==> config.mk <==
export PLATFORM = sky130hd
export DESIGN_NAME = mrfe_ctrl
export DESIGN_NICKNAME = d
export VERILOG_FILES = /design/src/rtl/core/mrfe_pkg.sv /design/src/rtl/core/mrfe_ctrl.sv
export SDC_FILE = /design/constraint.sdc
export NUM_CORES = 1
export LEC_CHECK = 0
export BUFFER_PORTS_ARGS = -buffer_cell sky130_fd_sc_hd__buf_2
export CAP_MARGIN = 20
export CORE_AREA = 10 10 47 49
export DETAILED_ROUTE_END_ITERATION = 7
export DIE_AREA = 0 0 57 59
export GPL_TIMING_DRIVEN = 1
export MAX_ROUTING_LAYER = met4
export SLEW_MARGIN = 40
export SYNTH_ARGS = -nofsm -noshare
export SYNTH_HDL_FRONTEND = slang
export SYNTH_SLANG_ARGS = --single-unit
==> constraint.sdc <==
create_clock -name clk -period 2.2 [get_ports clk]
set_input_delay 0.44 -clock clk [delete_from_list [all_inputs] [get_ports clk]]
set_output_delay 0.44 -clock clk [all_outputs]
set_load 0.005 [all_outputs]
==> src/rtl/core/mrfe_pkg.sv <==
// ----------------------------------------------------------------------------
// mrfe_pkg
// Shared types, codes and defaults for the matrix rotate/flip engine.
// ----------------------------------------------------------------------------
package mrfe_pkg;

    // Default sizes of the matrix stores.
    localparam int MAX_DIM_DEFAULT    = 128;
    localparam int ELEM_WIDTH_DEFAULT = 32;

    // Fixed field widths of the item and result words and of the configuration port.
    localparam int OP_W        = 2;
    localparam int CODE_W      = 3;
    localparam int INDEX_W     = 7;
    localparam int DATA_W      = 32;
    localparam int STATUS_W    = 2;
    localparam int DIM_W       = 8;
    localparam int CFG_INDEX_W = 1;
    localparam int CFG_DATA_W  = 8;

    // Reset value of both dimension registers.
    localparam logic [DIM_W-1:0] DIM_RESET = 8'd2;

    // Operation codes.
    localparam logic [OP_W-1:0] OP_LOAD  = 2'd0;
    localparam logic [OP_W-1:0] OP_APPLY = 2'd1;
    localparam logic [OP_W-1:0] OP_READ  = 2'd2;

    // Transform codes.
    localparam logic [CODE_W-1:0] TR_FLIP_V   = 3'd1;
    localparam logic [CODE_W-1:0] TR_MIRROR_H = 3'd2;
    localparam logic [CODE_W-1:0] TR_ROT_R    = 3'd3;
    localparam logic [CODE_W-1:0] TR_ROT_L    = 3'd4;
    localparam logic [CODE_W-1:0] TR_QUAD_CW  = 3'd5;
    localparam logic [CODE_W-1:0] TR_QUAD_CCW = 3'd6;

    // Status codes.
    localparam logic [STATUS_W-1:0] ST_OK     = 2'd0;
    localparam logic [STATUS_W-1:0] ST_REJECT = 2'd1;
    localparam logic [STATUS_W-1:0] ST_RANGE  = 2'd2;

    // Configuration register indexes.
    localparam logic [CFG_INDEX_W-1:0] CFG_INIT_ROWS = 1'd0;

    // Input word.
    typedef struct packed {
        logic [OP_W-1:0]          op;
        logic [CODE_W-1:0]        transform;
        logic [INDEX_W-1:0]       row;
        logic [INDEX_W-1:0]       col;
        logic signed [DATA_W-1:0] value;
    } item_t;

    // Result word.
    typedef struct packed {
        logic signed [DATA_W-1:0] element;
        logic [STATUS_W-1:0]      status;
        logic [DIM_W-1:0]         cur_rows;
        logic [DIM_W-1:0]         cur_cols;
    } result_t;

    // Commands from the controller to the datapath.
    typedef struct packed {
        logic capture;
        logic decode;
        logic load_we;
        logic take_rdata;
        logic copy_step;
        logic finish;
        logic out_load;
    } ctrl_cmd_t;

    // Status from the datapath to the controller.
    typedef struct packed {
        logic [OP_W-1:0] op;
        logic            index_ok;
        logic            transform_ok;
        logic            copy_last;
        logic            out_free;
    } dp_status_t;

endpackage

==> src/rtl/core/mrfe_ctrl.sv <==
// ----------------------------------------------------------------------------
// mrfe_ctrl
// Sequencer for the engine: takes one word, steps the datapath through the
// access or the full copy, and hands the result to the output register.
// ----------------------------------------------------------------------------
module mrfe_ctrl (
    input  logic                 clk,
    input  logic                 rst_n,
    input  logic                 item_valid,
    output logic                 item_stall,
    input  mrfe_pkg::dp_status_t stat,
    output mrfe_pkg::ctrl_cmd_t  cmd
);

    import mrfe_pkg::*;

    typedef enum logic [2:0] {
        S_IDLE,
        S_DECODE,
        S_READ,
        S_COPY,
        S_DRAIN,
        S_DELIVER
    } state_t;

    state_t state_reg;
    state_t state_next;

    // Next state and commands.
    always_comb
    begin
        state_next = state_reg;
        cmd        = '0;
        case (state_reg)
            S_IDLE:
            begin
                if (item_valid)
                begin
                    cmd.capture = 1'b1;
                    state_next  = S_DECODE;
                end
            end
            S_DECODE:
            begin
                cmd.decode = 1'b1;
                case (stat.op)
                    OP_LOAD:
                    begin
                        cmd.load_we = stat.index_ok;
                        state_next  = S_DELIVER;
                    end
                    OP_READ:
                    begin
                        state_next = stat.index_ok ? S_READ : S_DELIVER;
                    end
                    OP_APPLY:
                    begin
                        state_next = stat.transform_ok ? S_COPY : S_DELIVER;
                    end
                    default:
                    begin
                        // Unused operation: no result.
                        state_next = S_IDLE;
                    end
                endcase
            end
            S_READ:
            begin
                cmd.take_rdata = 1'b1;
                state_next     = S_DELIVER;
            end
            S_COPY:
            begin
                cmd.copy_step = 1'b1;
                if (stat.copy_last)
                begin
                    state_next = S_DRAIN;
                end
            end
            S_DRAIN:
            begin
                // The last element is written at this edge.
                cmd.finish = 1'b1;
                state_next = S_DELIVER;
            end
            S_DELIVER:
            begin
                if (stat.out_free)
                begin
                    cmd.out_load = 1'b1;
                    state_next   = S_IDLE;
                end
            end
            default:
            begin
                state_next = S_IDLE;
            end
        endcase
    end

    // State register.
    always_ff @(posedge clk or negedge rst_n)
    begin
        if (!rst_n)
        begin
            state_reg <= S_IDLE;
        end
        else
        begin
            state_reg <= state_next;
        end
    end

    assign item_stall = (state_reg != S_IDLE);

endmodule

==> results of run 1 <==
==> cell usage after synthesis (2+ instances only) <==
master and number:
nor2_1 4, and2_1 3, dfrtp_1 3, nand2b_1 3, nor2b_1 2, o21ai_0 2
==> cell families after synthesis <==
family,after synthesis
AO/OA/AOI/OAI,7
buffers and inverters,1
flip-flops,3
AND/OR/NAND/NOR,20
==> power groups by stage <==
stage	sequential [mW]	clock (mW)	combinational, mW
after floorplan	0.108	0	0.141
after global placement	0.129	0	0.199
after detailed placement	0.131	0	0.201
after CTS	0.130	0.104	0.204
after global routing	0.139	0.112	0.226
final	0.129	0.0980	0.198
==> path summary, 6_finish.rpt <==
| kind | endpoint | slack (ns) |
|---|---|---|
| max in group asynchronous | state_reg[1] | 1.56 |
| worst min register to register | state_reg[1] | 0.70 |
| worst max-delay path | cmd[4] | 0.48 |
| worst max register to register | state_reg[2] | 0.88 |
| min in group asynchronous | state_reg[2] | 0.54 |
| worst min-delay path | state_reg[1] | 0.52 |
==> per-layer routing <==
| layer | GRT usage | vias to the layer above | routed length, um |
|---|---|---|---|
| li1 | - | 153 | - |
| met1 | 0.0644 | 126 | 368 |
| met2 | 0.0574 | 16 | 305 |
| met3 | 0.0343 | 0 | 88 |
| met4 | 0.0302 | 0 | 0 |
| met5 | - | - | 0 |
==> worst max-delay path, delay by kind of cell (launching register included) <==
family / cells / cell delay [ns]
buffers and inverters: 1 / 0.11
DFF: 1 / 0.46
and+or+nand+nor: 3 / 0.48
==> layout make-up <==
type | instances | share of cell area
Multi-Input combinational cell | 27 | 0.442
Tap cell | 16 | 0.0528
Clock buffer | 4 | 0.0693
Sequential cell | 3 | 0.198
Timing Repair Buffer | 17 | 0.238
==> per-stage QoR <==
step                setup slack, ns  total power [mW]  cell area [sq um]  cells  hold WS (ns)
floorplan                     0.821             0.248                248     31         0.144
global placement              0.756             0.329                343     62         0.238
detailed placement            0.722             0.332                343     62         0.237
CTS                           0.461             0.439                379     67         0.507
global route                  0.346             0.477                379     67         0.523
finish                        0.484             0.425                379     67         0.517
==> what timing repair did <==
item / CTS / global route
gates resized for setup: 0 / 0
setup endpoints to repair: 0 / 0
hold buffers: 1 / 0
hold endpoints to repair: 3 / 0
==> out/metrics.cfg, run 1 <==
[outcome]
status = complete, no violations

[synth]
synth_top_family_by_area = simple AND/OR/NAND/NOR gates
synth_top_area_frac = 0.303
synth_ff_type = dfrtp_1
syn_nets = 40
synth_compound_area_frac = 0.202
synthAdderAreaFrac = 0
synth_area_leaders = dfrtp_1 30%, and2_1 7.6%, nand2b_1 7.6%
syn_inst = 31
async_flop_share = 1.00
synth.avg_cell_area_sq_um = 7.99
synth_cell_types = 20
yosysTopAreaCell = dfrtp_1
ys_seq_elements = 3
synth-warning-count = 0
synth-seq-area-share = 0.303
synth_xor_area_frac = 0
synth_mux_area_frac = 0
synth_edf_count = 0
synth_simple_gate_area_share = 0.475
synth_area_sq_um = 248

[final_layout]
postLayoutCoreUtil = 0.271
layout_commonest_cell = buf_2
final_cell_mix = 16 x buf_2, 4 x nor2_1
largest_register_ffs = 3
seq_area_sq_um = 75.1
nNetsFinal = 61
area_growth_pct = 53.0
multiInputGateArea_sq_um = 168
diodes = 0
drive_gt1_frac = 0.392
nFillCells = 176

[min_path]
holdCritPathClass = in -> reg
min_from = stat[1]
holdPathStages = 3

[worst_setup_path]
crit_start = state_reg[1]
worst_r2r_path_depth = 2
crit_slowest_cell = dfrtp_1
slowest_delay_ns = 0.46
worstSetupStartpointType = register
arrival_ns = 1.28
worstReg2RegStart = state_reg[1]
cp-end-kind = primary output
crit_path_max_fanout = 11
cp.required_ns = 1.76
path_class = reg -> out
crit_chain = nor2_1 -> and2_1 -> and3_1 -> buf_2

[power_and_ir_drop]
switchingPower_mw = 0.164
p_int_mw = 0.260
power_frac_seq = 0.303
pwr-share-clk = 0.231
pwr-share-comb = 0.466
power.density_nw_per_um2 = 1120
peakVddDrop_mv = 0.310
power.leakage_nw = 0.196
switching_share = 0.387

[floorplan]
pin_count = 17
die_w_um = 57
initial_utilization = 0.177
fp-row-count = 14
die_h_um = 59
die_area_sq_um = 3360
core_area_sq_um = 1400

[clocking]
cts.clk_slew.worst_paths_ns = 0.04
clockBufferDepth = 2
cts_tree = done
cts.sinks = 3
postCtsSetupBuffers = 0
h-tree-depth = 1
root_buffer = clkbuf_4
clkLatencyLatePin_ns = 0.23
numCtsBuffers = 3

[global_route]
grt_max_degree = 12
overflow = 0
grt.total_usage = 0.0516
grt_pass1_wl_um = 1320
antenna_found_initial = 0
grt_pass1_vias = 302

[drt]
drtPass1Iterations = 4
drc = 0
drt_first_iter_violations = 8
vias = 295
detail-route-antenna-nets = 0
vias_per_cell = 4.40
routed_wl_um = 762
wl_per_cell_um = 11.4

[sta]
min_period_ns = 1.72
slew_headroom = 0.819
rsz0062_at_grt = false
fin_setup_tns_ns = 0
final_max_slew_viol_count = 0
finalCritPeriodShare = 0.780
fin_worst_skew_ns = 0.000511
setup-violations-final = 0
hold_viol = 0
fmax_mhz = 583
worst_pin_slew_ns = 0.272

[flow_run]
drv_cap = 0

[placement]
place_hpwl_um = 635
port_buffers = 16
place_congestion = 0.666

Power figures use the tool's default switching activity.
==> inputs of run 2 (changes only) <==
==> constraint.sdc (replaced) <==
create_clock -name clk -period 1.7 [get_ports clk]
set_input_delay 0.34 -clock clk [delete_from_list [all_inputs] [get_ports clk]]
set_output_delay 0.34 -clock clk [all_outputs]
set_load 0.005 [all_outputs]
==> run 2 against run 1 <==
Die area unchanged. Sequential power up 31%. Combinational power rose by 57%. Final area up 9.2%. Clock-buffer cell count did not move. Critical path depth did not move. First-iteration DRC count shrank 63%. Routed wire length up 7.6%. Final cell count grew 6.0%. Largest cell class unchanged. Largest power group unchanged.
==> out/metrics.cfg, run 2 (synthesis results as in run 1) <==
[outcome]
status = complete, no violations

[worst_setup_path]
crit_chain = nor2_2 -> and2_1 -> and3_1 -> buf_2
crit_buf_inv = 1
crit_slowest_cell = dfrtp_2
cp.required_ns = 1.36
worstSetupStartpointType = register
cp-end-kind = primary output
arrival_ns = 1.23
path_class = reg -> out
slowest_delay_ns = 0.44
crit_path_max_fanout = 8
critPathTopFamily = simple AND/OR/NAND/NOR gates

[floorplan]
die_h_um = 59
die_area_sq_um = 3360
core_area_sq_um = 1400
fp-row-count = 14
pin_count = 17
die_w_um = 57
initial_utilization = 0.177

[drt]
routed_wl_um = 820
drt_first_iter_violations = 3
drc = 0
detail-route-antenna-nets = 0
vias_per_cell = 4.41
wl_per_cell_um = 11.5
vias = 313
drtPass1Iterations = 3

[clocking]
clockBufferDepth = 2
clkLatencyLatePin_ns = 0.24
h-tree-depth = 1
root_buffer = clkbuf_4
cts_tree = done
numCtsBuffers = 3
cts.clk_slew.worst_paths_ns = 0.04
cts.sinks = 3

[sta]
finalCritPeriodShare = 0.921
fin_worst_skew_ns = 0.000592
fin_setup_tns_ns = 0
fmax_mhz = 639
slew_headroom = 0.833
hold_viol = 0
worst_pin_slew_ns = 0.248
setup-violations-final = 0
rsz0062_at_grt = false
final_max_slew_viol_count = 0
min_period_ns = 1.57

[final_layout]
layout_commonest_cell = buf_2
area_growth_pct = 67.2
drive_gt1_frac = 0.491
nFillCells = 174
final_cell_mix = 16 x buf_2, 4 x buf_4
largest_register_ffs = 3
diodes = 0
nNetsFinal = 65
stdcell_count = 71
postLayoutCoreUtil = 0.296

[power_and_ir_drop]
power.density_nw_per_um2 = 1470
pwr-share-clk = 0.209
power_frac_seq = 0.279
switching_share = 0.375
power_mw = 0.607
switchingPower_mw = 0.228
peakVddDrop_mv = 0.477
p_int_mw = 0.379
pwr-share-comb = 0.512
power.leakage_nw = 0.215

[global_route]
grt_max_degree = 12
grt_pass1_wl_um = 1320
grt.total_usage = 0.0516
grt_pass1_vias = 302
overflow = 0
antenna_found_initial = 0

[flow_run]
drv_cap = 0

[min_path]
holdCritPathClass = in -> reg

[placement]
post-place-cells = 62
place_hpwl_um = 635
place_congestion = 0.666
port_buffers = 16

run 2: power by group through the flow:
stage / Sequential [mW] / Clock (mW) / Combinational (mW)
2_1_floorplan: 0.139 / 0 / 0.182
6_report: 0.169 / 0.127 / 0.311
3_5_place_dp: 0.169 / 0 / 0.260
3_3_place_gp: 0.167 / 0 / 0.258
5_1_grt: 0.179 / 0.145 / 0.350
4_1_cts: 0.169 / 0.135 / 0.264
run 2: timing repair:
item                                    CTS  global route
hold buffers                              1             0
setup buffers                             0             4
endpoints found under the setup margin    0             1
hold endpoints to repair                  3             0
resized for setup                         0             3
run 2: worst paths after layout:
check / from / end / slack (ns) / cells after the start
min reg2reg: state_reg[2] / state_reg[1] / 0.66 / 2
max reg2reg: state_reg[1] / state_reg[2] / 0.30 / 3
max: state_reg[2] / cmd[4] / 0.13 / 4
min in group asynchronous: rst_n / state_reg[2] / 0.44 / 2
min: stat[1] / state_reg[1] / 0.41 / 3
max in group asynchronous: rst_n / state_reg[1] / 1.15 / 2
run 2: tightest hold or removal path, stage by stage:
cell and delay [ns]:
buf_2 0.11, nand2_1 0.05, o211a_1 0.11
run 2: per-layer routing:
layer  track usage  part of all wire  routed length [um]  vias up
li1              -                 -                   -      163
met1        0.0644              0.49                 400      136
met2        0.0574              0.41                 336       14
met3        0.0343              0.10                  83        0
met4        0.0302                 0                   0        0
met5             -                 0                   0        -
run 2: stage by stage:
| step | hold slack, ns | cell area [sq um] | worst slack [ns] |
|---|---|---|---|
| floorplan | 0.0444 | 248 | 0.421 |
| global placement | 0.138 | 343 | 0.356 |
| detailed placement | 0.137 | 343 | 0.322 |
| CTS | 0.407 | 379 | 0.0608 |
| global route | 0.423 | 414 | 0.0201 |
| finish | 0.411 | 414 | 0.135 |
run 2: final cells by class:
type / instances / area, sq um / area share
Clock buffer: 4 / 26.3 / 0.0634
Multi-Input combinational cell: 27 / 170 / 0.411
Sequential cell: 3 / 77.6 / 0.187
Tap cell: 16 / 20.0 / 0.0483
Timing Repair Buffer: 21 / 120 / 0.290
